$ cat config.mk
export PLATFORM = sky130hd
export DESIGN_NAME = siphash_2_4_keyed_hash_core_flat
export DESIGN_NICKNAME = d
export VERILOG_FILES = /design/src/rtl/siph_pkg.sv /design/src/rtl/siph_if.sv /design/src/rtl/siph_front.sv /design/src/rtl/siph_queue.sv /design/src/rtl/siph_back.sv /design/src/rtl/siphash_2_4_keyed_hash_core.sv /design/src/flat_wrapper.sv
export SDC_FILE = /design/constraint.sdc
export NUM_CORES = 2
export LEC_CHECK = 0
export BUFFER_PORTS_ARGS = -buffer_cell sky130_fd_sc_hd__clkbuf_2
export CORE_MARGIN = 5
export CORE_UTILIZATION = 40
export DETAILED_ROUTE_END_ITERATION = 10
export PLACE_DENSITY = 0.68
export RECOVER_POWER = 100
export SYNTH_ARGS = -nofsm -noshare
export SYNTH_HDL_FRONTEND = slang
export SYNTH_SLANG_ARGS = --single-unit
$ cat constraint.sdc
create_clock -name clk_i -period 6.9 [get_ports clk_i]
set_input_delay 0.345 -clock clk_i [delete_from_list [all_inputs] [get_ports clk_i]]
set_output_delay 0.345 -clock clk_i [all_outputs]
set_load 0.01 [all_outputs]
$ cat src/rtl/siph_pkg.sv
// ----------------------------------------------------------------------------
// siph_pkg
// Shared types, constants and the SipRound function for the SipHash core.
// ----------------------------------------------------------------------------
package siph_pkg;

  localparam int unsigned WORD_W          = 64;
  localparam int unsigned COUNT_W         = 4;
  localparam int unsigned LEN_W           = 8;
  localparam int unsigned CFG_IDX_W       = 1;
  localparam int unsigned MAX_ROUNDS      = 8;
  localparam int unsigned ROUND_CNT_W     = $clog2(MAX_ROUNDS);
  localparam int unsigned COMPRESS_ROUNDS = 2;
  localparam int unsigned FINAL_ROUNDS    = 4;
  localparam int unsigned QUEUE_DEPTH     = 2;

  localparam logic [WORD_W-1:0] IV0 = 64'h736f6d6570736575;
  localparam logic [WORD_W-1:0] IV1 = 64'h646f72616e646f6d;
  localparam logic [WORD_W-1:0] IV2 = 64'h6c7967656e657261;
  localparam logic [WORD_W-1:0] IV3 = 64'h7465646279746573;
  localparam logic [WORD_W-1:0] FINAL_XOR = 64'h00000000000000ff;

  localparam logic [CFG_IDX_W-1:0] REG_KEY_LOW  = 1'b0;
  localparam logic [CFG_IDX_W-1:0] REG_KEY_HIGH = 1'b1;

  localparam logic [COUNT_W-1:0] FULL_COUNT = 4'd8;

  typedef logic [3:0][WORD_W-1:0] chain_t;

  // one classified work item for the round engine
  typedef struct packed {
    logic              first;
    logic              do_word;
    logic              do_final;
    logic [WORD_W-1:0] word;
    logic [WORD_W-1:0] tail;
  } op_t;

  function automatic logic [WORD_W-1:0] rotl(input logic [WORD_W-1:0] x,
                                             input int unsigned s);
    rotl = (x << s) | (x >> (WORD_W - s));
  endfunction

  function automatic chain_t sip_round(input chain_t v);
    logic [WORD_W-1:0] a, b, c, d;
    a = v[0];
    b = v[1];
    c = v[2];
    d = v[3];
    a = a + b; b = rotl(b, 13) ^ a; a = rotl(a, 32);
    c = c + d; d = rotl(d, 16) ^ c;
    a = a + d; d = rotl(d, 21) ^ a;
    c = c + b; b = rotl(b, 17) ^ c; c = rotl(c, 32);
    sip_round = {d, c, b, a};
  endfunction

endpackage

$ cat src/rtl/siph_if.sv
// ----------------------------------------------------------------------------
// siph_if
// Valid/ready stream interfaces for message words and digests.
// ----------------------------------------------------------------------------
interface siph_in_if;
  logic                                valid;
  logic                                ready;
  logic [siph_pkg::WORD_W-1:0]         data_word;
  logic [siph_pkg::COUNT_W-1:0]        byte_count;
  logic                                last;

  modport source (output valid, data_word, byte_count, last, input ready);
  modport sink   (input valid, data_word, byte_count, last, output ready);
endinterface

interface siph_out_if;
  logic                        valid;
  logic                        ready;
  logic [siph_pkg::WORD_W-1:0] digest;

  modport source (output valid, digest, input ready);
  modport sink   (input valid, digest, output ready);
endinterface

$ cat src/rtl/siph_front.sv
// ----------------------------------------------------------------------------
// siph_front
// Accepts message words, tracks message start and length, builds the tail.
// ----------------------------------------------------------------------------
module siph_front (
  input  logic              clk_i,
  input  logic              rst_ni,
  siph_in_if.sink           msg_i,
  output logic              push_valid_o,
  output siph_pkg::op_t     push_op_o,
  input  logic              push_ready_i
);

  logic                           mid_q, mid_d;
  logic [siph_pkg::LEN_W-1:0]     len_q, len_d;
  logic [siph_pkg::LEN_W-1:0]     len_base;
  logic [siph_pkg::COUNT_W-1:0]   cnt_sat;
  logic [siph_pkg::WORD_W-1:0]    masked;
  logic                           accept;

  assign msg_i.ready  = push_ready_i;
  assign push_valid_o = msg_i.valid;
  assign accept       = msg_i.valid && push_ready_i;

  always_comb begin
    len_base = mid_q ? len_q : '0;
    cnt_sat  = (msg_i.byte_count > siph_pkg::FULL_COUNT) ? siph_pkg::FULL_COUNT
                                                         : msg_i.byte_count;
    for (int b = 0; b < 8; b++) begin
      masked[8*b +: 8] = ((b < 32'(cnt_sat)) && (cnt_sat != siph_pkg::FULL_COUNT))
                         ? msg_i.data_word[8*b +: 8] : 8'h00;
    end

    push_op_o.first = !mid_q;
    push_op_o.word  = msg_i.data_word;
    if (msg_i.last) begin
      push_op_o.do_word  = (cnt_sat == siph_pkg::FULL_COUNT);
      push_op_o.do_final = 1'b1;
      len_d              = len_base + siph_pkg::LEN_W'(cnt_sat);
      mid_d              = 1'b0;
    end else begin
      push_op_o.do_word  = 1'b1;
      push_op_o.do_final = 1'b0;
      len_d              = len_base + siph_pkg::LEN_W'(siph_pkg::FULL_COUNT);
      mid_d              = 1'b1;
    end
    push_op_o.tail = {len_d, masked[siph_pkg::WORD_W-siph_pkg::LEN_W-1:0]};
  end

  always_ff @(posedge clk_i or negedge rst_ni) begin
    if (!rst_ni) begin
      mid_q <= 1'b0;
      len_q <= '0;
    end else if (accept) begin
      mid_q <= mid_d;
      len_q <= len_d;
    end
  end

endmodule

$ cat src/rtl/siph_queue.sv
// ----------------------------------------------------------------------------
// siph_queue
// Two-entry queue decoupling the front end from the round engine.
// ----------------------------------------------------------------------------
module siph_queue (
  input  logic              clk_i,
  input  logic              rst_ni,
  input  logic              push_valid_i,
  input  siph_pkg::op_t     push_op_i,
  output logic              push_ready_o,
  output logic              pop_valid_o,
  output siph_pkg::op_t     pop_op_o,
  input  logic              pop_i
);

  localparam int unsigned PTR_W = $clog2(siph_pkg::QUEUE_DEPTH);
  localparam int unsigned CNT_W = $clog2(siph_pkg::QUEUE_DEPTH + 1);

  siph_pkg::op_t         entry_q [siph_pkg::QUEUE_DEPTH];
  logic [PTR_W-1:0]      wr_ptr_q, rd_ptr_q;
  logic [CNT_W-1:0]      count_q;
  logic                  do_push, do_pop;

  assign push_ready_o = (count_q != CNT_W'(siph_pkg::QUEUE_DEPTH));
  assign pop_valid_o  = (count_q != '0);
  assign pop_op_o     = entry_q[rd_ptr_q];
  assign do_push      = push_valid_i && push_ready_o;
  assign do_pop       = pop_i && pop_valid_o;

  always_ff @(posedge clk_i) begin
    if (do_push) begin
      entry_q[wr_ptr_q] <= push_op_i;
    end
  end

  always_ff @(posedge clk_i or negedge rst_ni) begin
    if (!rst_ni) begin
      wr_ptr_q <= '0;
      rd_ptr_q <= '0;
      count_q  <= '0;
    end else begin
      if (do_push) begin
        wr_ptr_q <= wr_ptr_q + 1'b1;
      end
      if (do_pop) begin
        rd_ptr_q <= rd_ptr_q + 1'b1;
      end
      if (do_push && !do_pop) begin
        count_q <= count_q + 1'b1;
      end else if (do_pop && !do_push) begin
        count_q <= count_q - 1'b1;
      end
    end
  end

endmodule

$ cat src/rtl/siph_back.sv
// ----------------------------------------------------------------------------
// siph_back: round engine that absorbs words, finalises and emits the digest.
// One SipRound per cycle; the last final round waits while the output is full.
// ----------------------------------------------------------------------------
module siph_back #(
  parameter int unsigned COMPRESS_ROUNDS = siph_pkg::COMPRESS_ROUNDS,
  parameter int unsigned FINAL_ROUNDS    = siph_pkg::FINAL_ROUNDS
) (
  input  logic                        clk_i,
  input  logic                        rst_ni,
  input  logic [siph_pkg::WORD_W-1:0] key_low_i,
  input  logic [siph_pkg::WORD_W-1:0] key_high_i,
  input  logic                        op_valid_i,
  input  siph_pkg::op_t               op_i,
  output logic                        pop_o,
  siph_out_if.source                  hash_o
);

  localparam logic [siph_pkg::ROUND_CNT_W-1:0] C_LAST =
    siph_pkg::ROUND_CNT_W'(COMPRESS_ROUNDS - 1);
  localparam logic [siph_pkg::ROUND_CNT_W-1:0] F_LAST =
    siph_pkg::ROUND_CNT_W'(FINAL_ROUNDS - 1);

  typedef enum logic [2:0] {
    S_IDLE = 3'b001,
    S_COMP = 3'b010,
    S_FIN  = 3'b100
  } state_e;

  state_e                            state_q, state_d;
  siph_pkg::chain_t                  v_q, v_d, rnd, fin_v, base;
  logic [siph_pkg::WORD_W-1:0]       m_q, m_d, tail_q, tail_d;
  logic                              tail_pend_q, tail_pend_d;
  logic                              fin_pend_q, fin_pend_d;
  logic [siph_pkg::ROUND_CNT_W-1:0]  cnt_q, cnt_d;
  logic                              try_load, out_load, out_free;
  logic                              out_valid_q;
  logic [siph_pkg::WORD_W-1:0]       digest_q;

  assign out_free     = !out_valid_q || hash_o.ready;
  assign hash_o.valid = out_valid_q;
  assign hash_o.digest = digest_q;

  always_comb begin
    rnd         = siph_pkg::sip_round(v_q);
    fin_v       = rnd;
    fin_v[0]    = rnd[0] ^ m_q;
    state_d     = state_q;
    v_d         = v_q;
    m_d         = m_q;
    tail_d      = tail_q;
    tail_pend_d = tail_pend_q;
    fin_pend_d  = fin_pend_q;
    cnt_d       = cnt_q;
    try_load    = 1'b0;
    out_load    = 1'b0;
    pop_o       = 1'b0;
    base        = v_q;

    case (state_q)
      S_IDLE: begin
        try_load = 1'b1;
      end
      S_COMP: begin
        if (cnt_q == '0) begin
          v_d = fin_v;
          if (tail_pend_q) begin
            v_d[3]      = fin_v[3] ^ tail_q;
            m_d         = tail_q;
            tail_pend_d = 1'b0;
            cnt_d       = C_LAST;
          end else if (fin_pend_q) begin
            v_d[2]  = fin_v[2] ^ siph_pkg::FINAL_XOR;
            cnt_d   = F_LAST;
            state_d = S_FIN;
          end else begin
            state_d  = S_IDLE;
            try_load = 1'b1;
          end
        end else begin
          v_d   = rnd;
          cnt_d = cnt_q - 1'b1;
        end
      end
      S_FIN: begin
        if (cnt_q != '0) begin
          v_d   = rnd;
          cnt_d = cnt_q - 1'b1;
        end else if (out_free) begin
          out_load = 1'b1;
          state_d  = S_IDLE;
        end
      end
      default: begin
        state_d = S_IDLE;
      end
    endcase

    if (try_load && op_valid_i) begin
      pop_o = 1'b1;
      if (op_i.first) begin
        base = {key_high_i ^ siph_pkg::IV3, key_low_i ^ siph_pkg::IV2,
                key_high_i ^ siph_pkg::IV1, key_low_i ^ siph_pkg::IV0};
      end else begin
        base = v_d;
      end
      if (op_i.do_word) begin
        base[3]     = base[3] ^ op_i.word;
        m_d         = op_i.word;
        tail_pend_d = op_i.do_final;
      end else begin
        base[3]     = base[3] ^ op_i.tail;
        m_d         = op_i.tail;
        tail_pend_d = 1'b0;
      end
      tail_d     = op_i.tail;
      fin_pend_d = op_i.do_final;
      v_d        = base;
      cnt_d      = C_LAST;
      state_d    = S_COMP;
    end
  end

  always_ff @(posedge clk_i) begin
    v_q    <= v_d;
    m_q    <= m_d;
    tail_q <= tail_d;
    if (out_load) begin
      digest_q <= rnd[0] ^ rnd[1] ^ rnd[2] ^ rnd[3];
    end
  end

  always_ff @(posedge clk_i or negedge rst_ni) begin
    if (!rst_ni) begin
      state_q     <= S_IDLE;
      tail_pend_q <= 1'b0;
      fin_pend_q  <= 1'b0;
      cnt_q       <= '0;
      out_valid_q <= 1'b0;
    end else begin
      state_q     <= state_d;
      tail_pend_q <= tail_pend_d;
      fin_pend_q  <= fin_pend_d;
      cnt_q       <= cnt_d;
      if (out_load) begin
        out_valid_q <= 1'b1;
      end else if (hash_o.ready) begin
        out_valid_q <= 1'b0;
      end
    end
  end

endmodule

$ cat src/rtl/siphash_2_4_keyed_hash_core.sv
// ----------------------------------------------------------------------------
// siphash_2_4_keyed_hash_core
// Keyed SipHash-2-4 over a stream of little-endian 64-bit message words.
// ----------------------------------------------------------------------------
// Words stream back to back: the round engine computes one SipRound per cycle
// while it works, holding its last final round while the digest output is
// full, and loads the next queued word as a word's COMPRESS_ROUNDS rounds
// complete; a word that finds the engine idle is loaded before its first
// round. The tail block gets COMPRESS_ROUNDS rounds, preceded by as many for
// the last word if it carries eight bytes, then FINAL_ROUNDS rounds run before
// the digest is registered, and the engine returns to idle before the next
// message. A two-entry queue keeps the input open while the engine works, and
// the next message may start while the previous digest waits to be taken. The
// key is sampled on the first word of each message; write it between messages.
module siphash_2_4_keyed_hash_core #(
  parameter int unsigned COMPRESS_ROUNDS = siph_pkg::COMPRESS_ROUNDS,
  parameter int unsigned FINAL_ROUNDS    = siph_pkg::FINAL_ROUNDS
) (
  input  logic                           clk_i,
  input  logic                           rst_ni,
  input  logic                           cfg_we_i,
  input  logic [siph_pkg::CFG_IDX_W-1:0] cfg_idx_i,
  input  logic [siph_pkg::WORD_W-1:0]    cfg_wdata_i,
  siph_in_if.sink                        msg_i,
  siph_out_if.source                     hash_o
);

  logic [siph_pkg::WORD_W-1:0] key_low_q, key_high_q;
  logic                        push_valid, push_ready, pop_valid, pop;
  siph_pkg::op_t               push_op, pop_op;

  always_ff @(posedge clk_i or negedge rst_ni) begin
    if (!rst_ni) begin
      key_low_q  <= '0;
      key_high_q <= '0;
    end else if (cfg_we_i) begin
      case (cfg_idx_i)
        siph_pkg::REG_KEY_LOW:  key_low_q  <= cfg_wdata_i;
        siph_pkg::REG_KEY_HIGH: key_high_q <= cfg_wdata_i;
        default: ;
      endcase
    end
  end

  siph_front u_front (
    .clk_i        (clk_i),
    .rst_ni       (rst_ni),
    .msg_i        (msg_i),
    .push_valid_o (push_valid),
    .push_op_o    (push_op),
    .push_ready_i (push_ready)
  );

  siph_queue u_queue (
    .clk_i        (clk_i),
    .rst_ni       (rst_ni),
    .push_valid_i (push_valid),
    .push_op_i    (push_op),
    .push_ready_o (push_ready),
    .pop_valid_o  (pop_valid),
    .pop_op_o     (pop_op),
    .pop_i        (pop)
  );

  siph_back #(
    .COMPRESS_ROUNDS (COMPRESS_ROUNDS),
    .FINAL_ROUNDS    (FINAL_ROUNDS)
  ) u_back (
    .clk_i      (clk_i),
    .rst_ni     (rst_ni),
    .key_low_i  (key_low_q),
    .key_high_i (key_high_q),
    .op_valid_i (pop_valid),
    .op_i       (pop_op),
    .pop_o      (pop),
    .hash_o     (hash_o)
  );

endmodule
$ cat src/flat_wrapper.sv
// flat-port wrapper written by rule: the top's interface ports become plain ports
module siphash_2_4_keyed_hash_core_flat 
#(
  parameter int unsigned COMPRESS_ROUNDS = siph_pkg::COMPRESS_ROUNDS,
  parameter int unsigned FINAL_ROUNDS    = siph_pkg::FINAL_ROUNDS
)
  (clk_i, rst_ni, cfg_we_i, cfg_idx_i, cfg_wdata_i, msg_i_valid, msg_i_data_word, msg_i_byte_count, msg_i_last, msg_i_ready, hash_o_valid, hash_o_digest, hash_o_ready);
  siph_in_if msg_i_i ();
  siph_out_if hash_o_i ();
  input  logic clk_i;
  input  logic rst_ni;
  input  logic cfg_we_i;
  input  logic [siph_pkg::CFG_IDX_W-1:0] cfg_idx_i;
  input  logic [siph_pkg::WORD_W-1:0] cfg_wdata_i;
  input wire logic [$bits(msg_i_i.valid)-1:0] msg_i_valid;
  input wire logic [$bits(msg_i_i.data_word)-1:0] msg_i_data_word;
  input wire logic [$bits(msg_i_i.byte_count)-1:0] msg_i_byte_count;
  input wire logic [$bits(msg_i_i.last)-1:0] msg_i_last;
  output wire logic [$bits(msg_i_i.ready)-1:0] msg_i_ready;
  output wire logic [$bits(hash_o_i.valid)-1:0] hash_o_valid;
  output wire logic [$bits(hash_o_i.digest)-1:0] hash_o_digest;
  input wire logic [$bits(hash_o_i.ready)-1:0] hash_o_ready;
  assign msg_i_i.valid = msg_i_valid;
  assign msg_i_i.data_word = msg_i_data_word;
  assign msg_i_i.byte_count = msg_i_byte_count;
  assign msg_i_i.last = msg_i_last;
  assign msg_i_ready = msg_i_i.ready;
  assign hash_o_valid = hash_o_i.valid;
  assign hash_o_digest = hash_o_i.digest;
  assign hash_o_i.ready = hash_o_ready;
  siphash_2_4_keyed_hash_core #(.COMPRESS_ROUNDS(COMPRESS_ROUNDS), .FINAL_ROUNDS(FINAL_ROUNDS)) u_core (.clk_i(clk_i), .rst_ni(rst_ni), .cfg_we_i(cfg_we_i), .cfg_idx_i(cfg_idx_i), .cfg_wdata_i(cfg_wdata_i), .msg_i(msg_i_i), .hash_o(hash_o_i));
endmodule
==> flow_metrics.tcl <==
set metrics [dict create \
    status "finished with violations" \
    failed_checks "max-capacitance violations, max-slew violations, negative setup slack" \
    numPortBuffers 204 \
    synth_area_leaders "edfxtp_1, dfxtp_1, dfrtp_1, xnor2_1, ha_1" \
    syn_inst 5768 \
    synth_compound_area_share_pct 19.7 \
    syn_area_um2 55900 \
    root_buffer "clkbuf_16" \
    core_um2 139000 \
    wl_met3_mm 43.5 \
    slowest_delay_ns 0.38 \
    required_ns 7.50 \
    critPathMaxFanout 3 \
    period_share_pct 102 \
    async_flop_share_pct 17.4 \
    r2r_slack_ns -0.16 \
    max_slew_margin_pct -243 \
    setup_viol 13 \
    cts.sinks 860 \
    insertion_delay_ns 0.75 \
    arrival_ns 7.66 \
    hpwl_mm 278 \
    numCtsBuffers 96 \
    postSynthAreaPerCell_um2 9.70 \
    drt_pass1_iterations 8 \
    start_util_pct 40.2 \
    crit_path_start_kind "flop" \
    synth_top_family_by_area "compound AO/OA/AOI/OAI gates" \
    final_util_pct 56.5 \
    synth-xor-area-share_pct 12.5 \
    drc_errors 0 \
    rr_endpoint "u_core.u_back.v_q[254]" \
    wl_per_cell_um 35.8 \
    cpMaxStageDelayCell "a211o_4" \
    synth_edf_count 454 \
    grt_overflow 0 \
    route.met2.wl_mm 137 \
    die_area_um2 147000 \
    track_usage_pct 44.8 \
    grt_pass1_wl_mm 454 \
    ant_nets 0 \
    die_h_um 384 \
    reg2reg_from "u_core.u_back.v_q[64]" \
    ys_warn_count 0 \
    syn_to_final_growth_pct 40.7 \
    critPathMostFrequentCell "a31oi_4" \
    max_freq_mhz 142 \
    cts_tree "built" \
    holdPathStages 3 \
    rows 137 \
    finClkSkew_ns 0.0432 \
    fin_ws_ns -0.157 \
    synth_nets 6172 \
    drt_iter0_drc 8783 \
    die_width_um 384 \
    reg2regPathDepth 34 \
    fillers 12300 \
    ys_seq_area_share_pct 40.3 \
    grt_max_degree 132 \
    drive_gt1_share_pct 33.0 \
    synthDistinctLibCells 117 \
    place_congestion 1.16 \
    cts_max_path_buffers 3 \
    worstHoldPathType "in2reg" \
    holdPathEnd "u_core.u_back.hash_o.valid" \
    grt_setup_unrepaired "yes" \
    synthFlopType "edfxtp_1" \
    critical_path_class "reg2reg" \
    antenna_found_initial 27 \
    grt_pass1_vias 54800 \
    nets 7984 \
    worstMarginPinSlew_ns 5.14 \
    cts_max_level 3 \
    synth_largest_area_cell "edfxtp_1" \
    drt-met1-wl_mm 135 \
    post-route-min-period_ns 7.06 \
    viasPerCell 6.10 \
    hold_viol 0 \
    ys_ff_latch 860 \
    max-cap-violations 14 \
    highest_layer "met5" \
    clk_pin_slew_worst_paths_ns 0.07 \
    hold_start "hash_o_ready" \
    cp-end-kind "flop" \
    slew_viol_final 745 \
    synth-adder-area-share_pct 6.00 \
    vias 58200 \
    synthMuxAreaShare_pct 7.01 \
    synth_simple_gate_area_share_pct 11.7 \
    io_pins 205 \
    synth_top_area_share_pct 24.4 \
    routed_wl_mm 342 \
]
[area by class of cell]
class | count | area, µm² | share of cell area [%]
inverter | 110 | 418 | 0.531
antenna | 10 | 25.0 | 0.0318
tap | 1876 | 2350 | 2.98
clock inverter | 56 | 669 | 0.851
clock buffer | 121 | 2580 | 3.28
timing repair buffer | 2023 | 15500 | 19.7
multi-input combinational | 4489 | 34600 | 44.0
sequential | 860 | 22500 | 28.6
[placed cells by master (no fill, tap or decap), drive strengths merged, types with 51 or more instances in the layout]
cell,Yosys,layout
clkbuf,256,334
a21o,245,245
buf,53,1686
inv,110,127
dlygate4sd3,0,124
edfxtp,454,454
nor2,412,412
nand4,57,57
o21a,58,58
nand2,481,481
mux2i,162,162
nor2b,51,51
a21oi,558,558
a211oi,51,51
o21ai,320,320
dfxtp,256,256
ha,260,260
nor3,63,63
o21bai,51,51
a31oi,84,84
mux2,204,204
and3,71,71
xor2,316,316
dfrtp,149,149
nand3,103,103
and2,56,56
xnor2,425,425
[stage by stage]
step	setup TNS, ns	cells	instance area [µm²]	hold slack, ns	worst slack [ns]
floorplan	0	5768	55900	0.0494	0.402
global placement	-75.11	9146	71100	0.396	-0.970
detailed placement	-81.06	9146	71100	0.402	-1.12
CTS	-0.0233	9484	77000	0.0114	-0.00754
global route	-6.35	9537	78700	0.0253	-0.303
finish	-0.871	9545	78700	0.0469	-0.157
[critical path, delay by kind of cell (launching register included)]
| kind | cells | cell delay, ns |
|---|---|---|
| AO/OA/AOI/OAI | 17 | 3.40 |
| AND/OR/NAND/NOR | 7 | 1.21 |
| adder cells (fa/ha/maj) | 3 | 0.78 |
| XOR/XNOR | 2 | 0.49 |
| buffers and inverters | 5 | 0.65 |
| flip-flops | 1 | 0.36 |
[registers in the layout (all words and copies together), names as in the netlist, 2 cells and up]
signal	count
u_core.u_queue.entry_q	262
u_core.u_back.v_q	256
u_core.key_high_q	64
u_core.key_low_q	64
u_core.u_back.hash_o.digest	64
u_core.u_back.m_q	64
u_core.u_back.tail_q	64
u_core.u_front.len_q	8
u_core.u_back.cnt_q	3
u_core.u_back.state_q	3
u_core.u_queue.count_q	2
[routing by layer]
metal	vias up	track usage, %
li1	24700	-
met5	-	0
met2	4029	63.3
met4	10	27.2
met1	28700	60.1
met3	813	13.5
[cell families (layout without fill, tap and decap cells)]
family | Yosys count | after routing
AO/OA/AOI/OAI | 1683 | 1683
XOR/XNOR | 760 | 760
adder cells (fa/ha/maj) | 265 | 265
buffers and inverters | 419 | 2310
flip-flops | 860 | 860
multiplexers | 366 | 366
other | 0 | 10
AND/OR/NAND/NOR | 1415 | 1415
[timing repair]
item / in CTS / in global routing
resized for setup: 228 / 291
hold buffers: 124 / 0
gates cloned: 0 / 0
pin swaps: 123 / 189
hold endpoints to repair: 396 / 0
buffers inserted: 40 / 60
setup endpoints to repair: 176 / 136
[worst max-delay path by stage]
stage	start	depth (start not counted)	slack, ns	to
after floorplan	u_core.u_back.state_q[2]	7	0.40	u_core.u_back.m_q[0]
after global placement	u_core.u_back.v_q[64]	33	-0.97	u_core.u_back.v_q[227]
after detailed placement	u_core.u_back.v_q[0]	33	-1.12	u_core.u_back.v_q[227]
after CTS	u_core.u_back.v_q[130]	32	-0.008	u_core.u_back.v_q[251]
after global routing	u_core.u_back.v_q[64]	35	-0.30	u_core.u_back.v_q[241]
final	u_core.u_back.v_q[64]	34	-0.16	u_core.u_back.v_q[254]
[synth_stat cells (all sizes together) (110+ instances only)]
library cell	instances
dfxtp	256
xnor2	425
inv	110
a21o	245
mux2	204
o21ai	320
edfxtp	454
nand2	481
a21oi	558
ha	260
nor2	412
xor2	316
mux2i	162
dfrtp	149
clkbuf	256
Power is left out: the tool's default activity adds up to more than one toggle a clock period on the data nets, which glitch-free logic cannot reach.
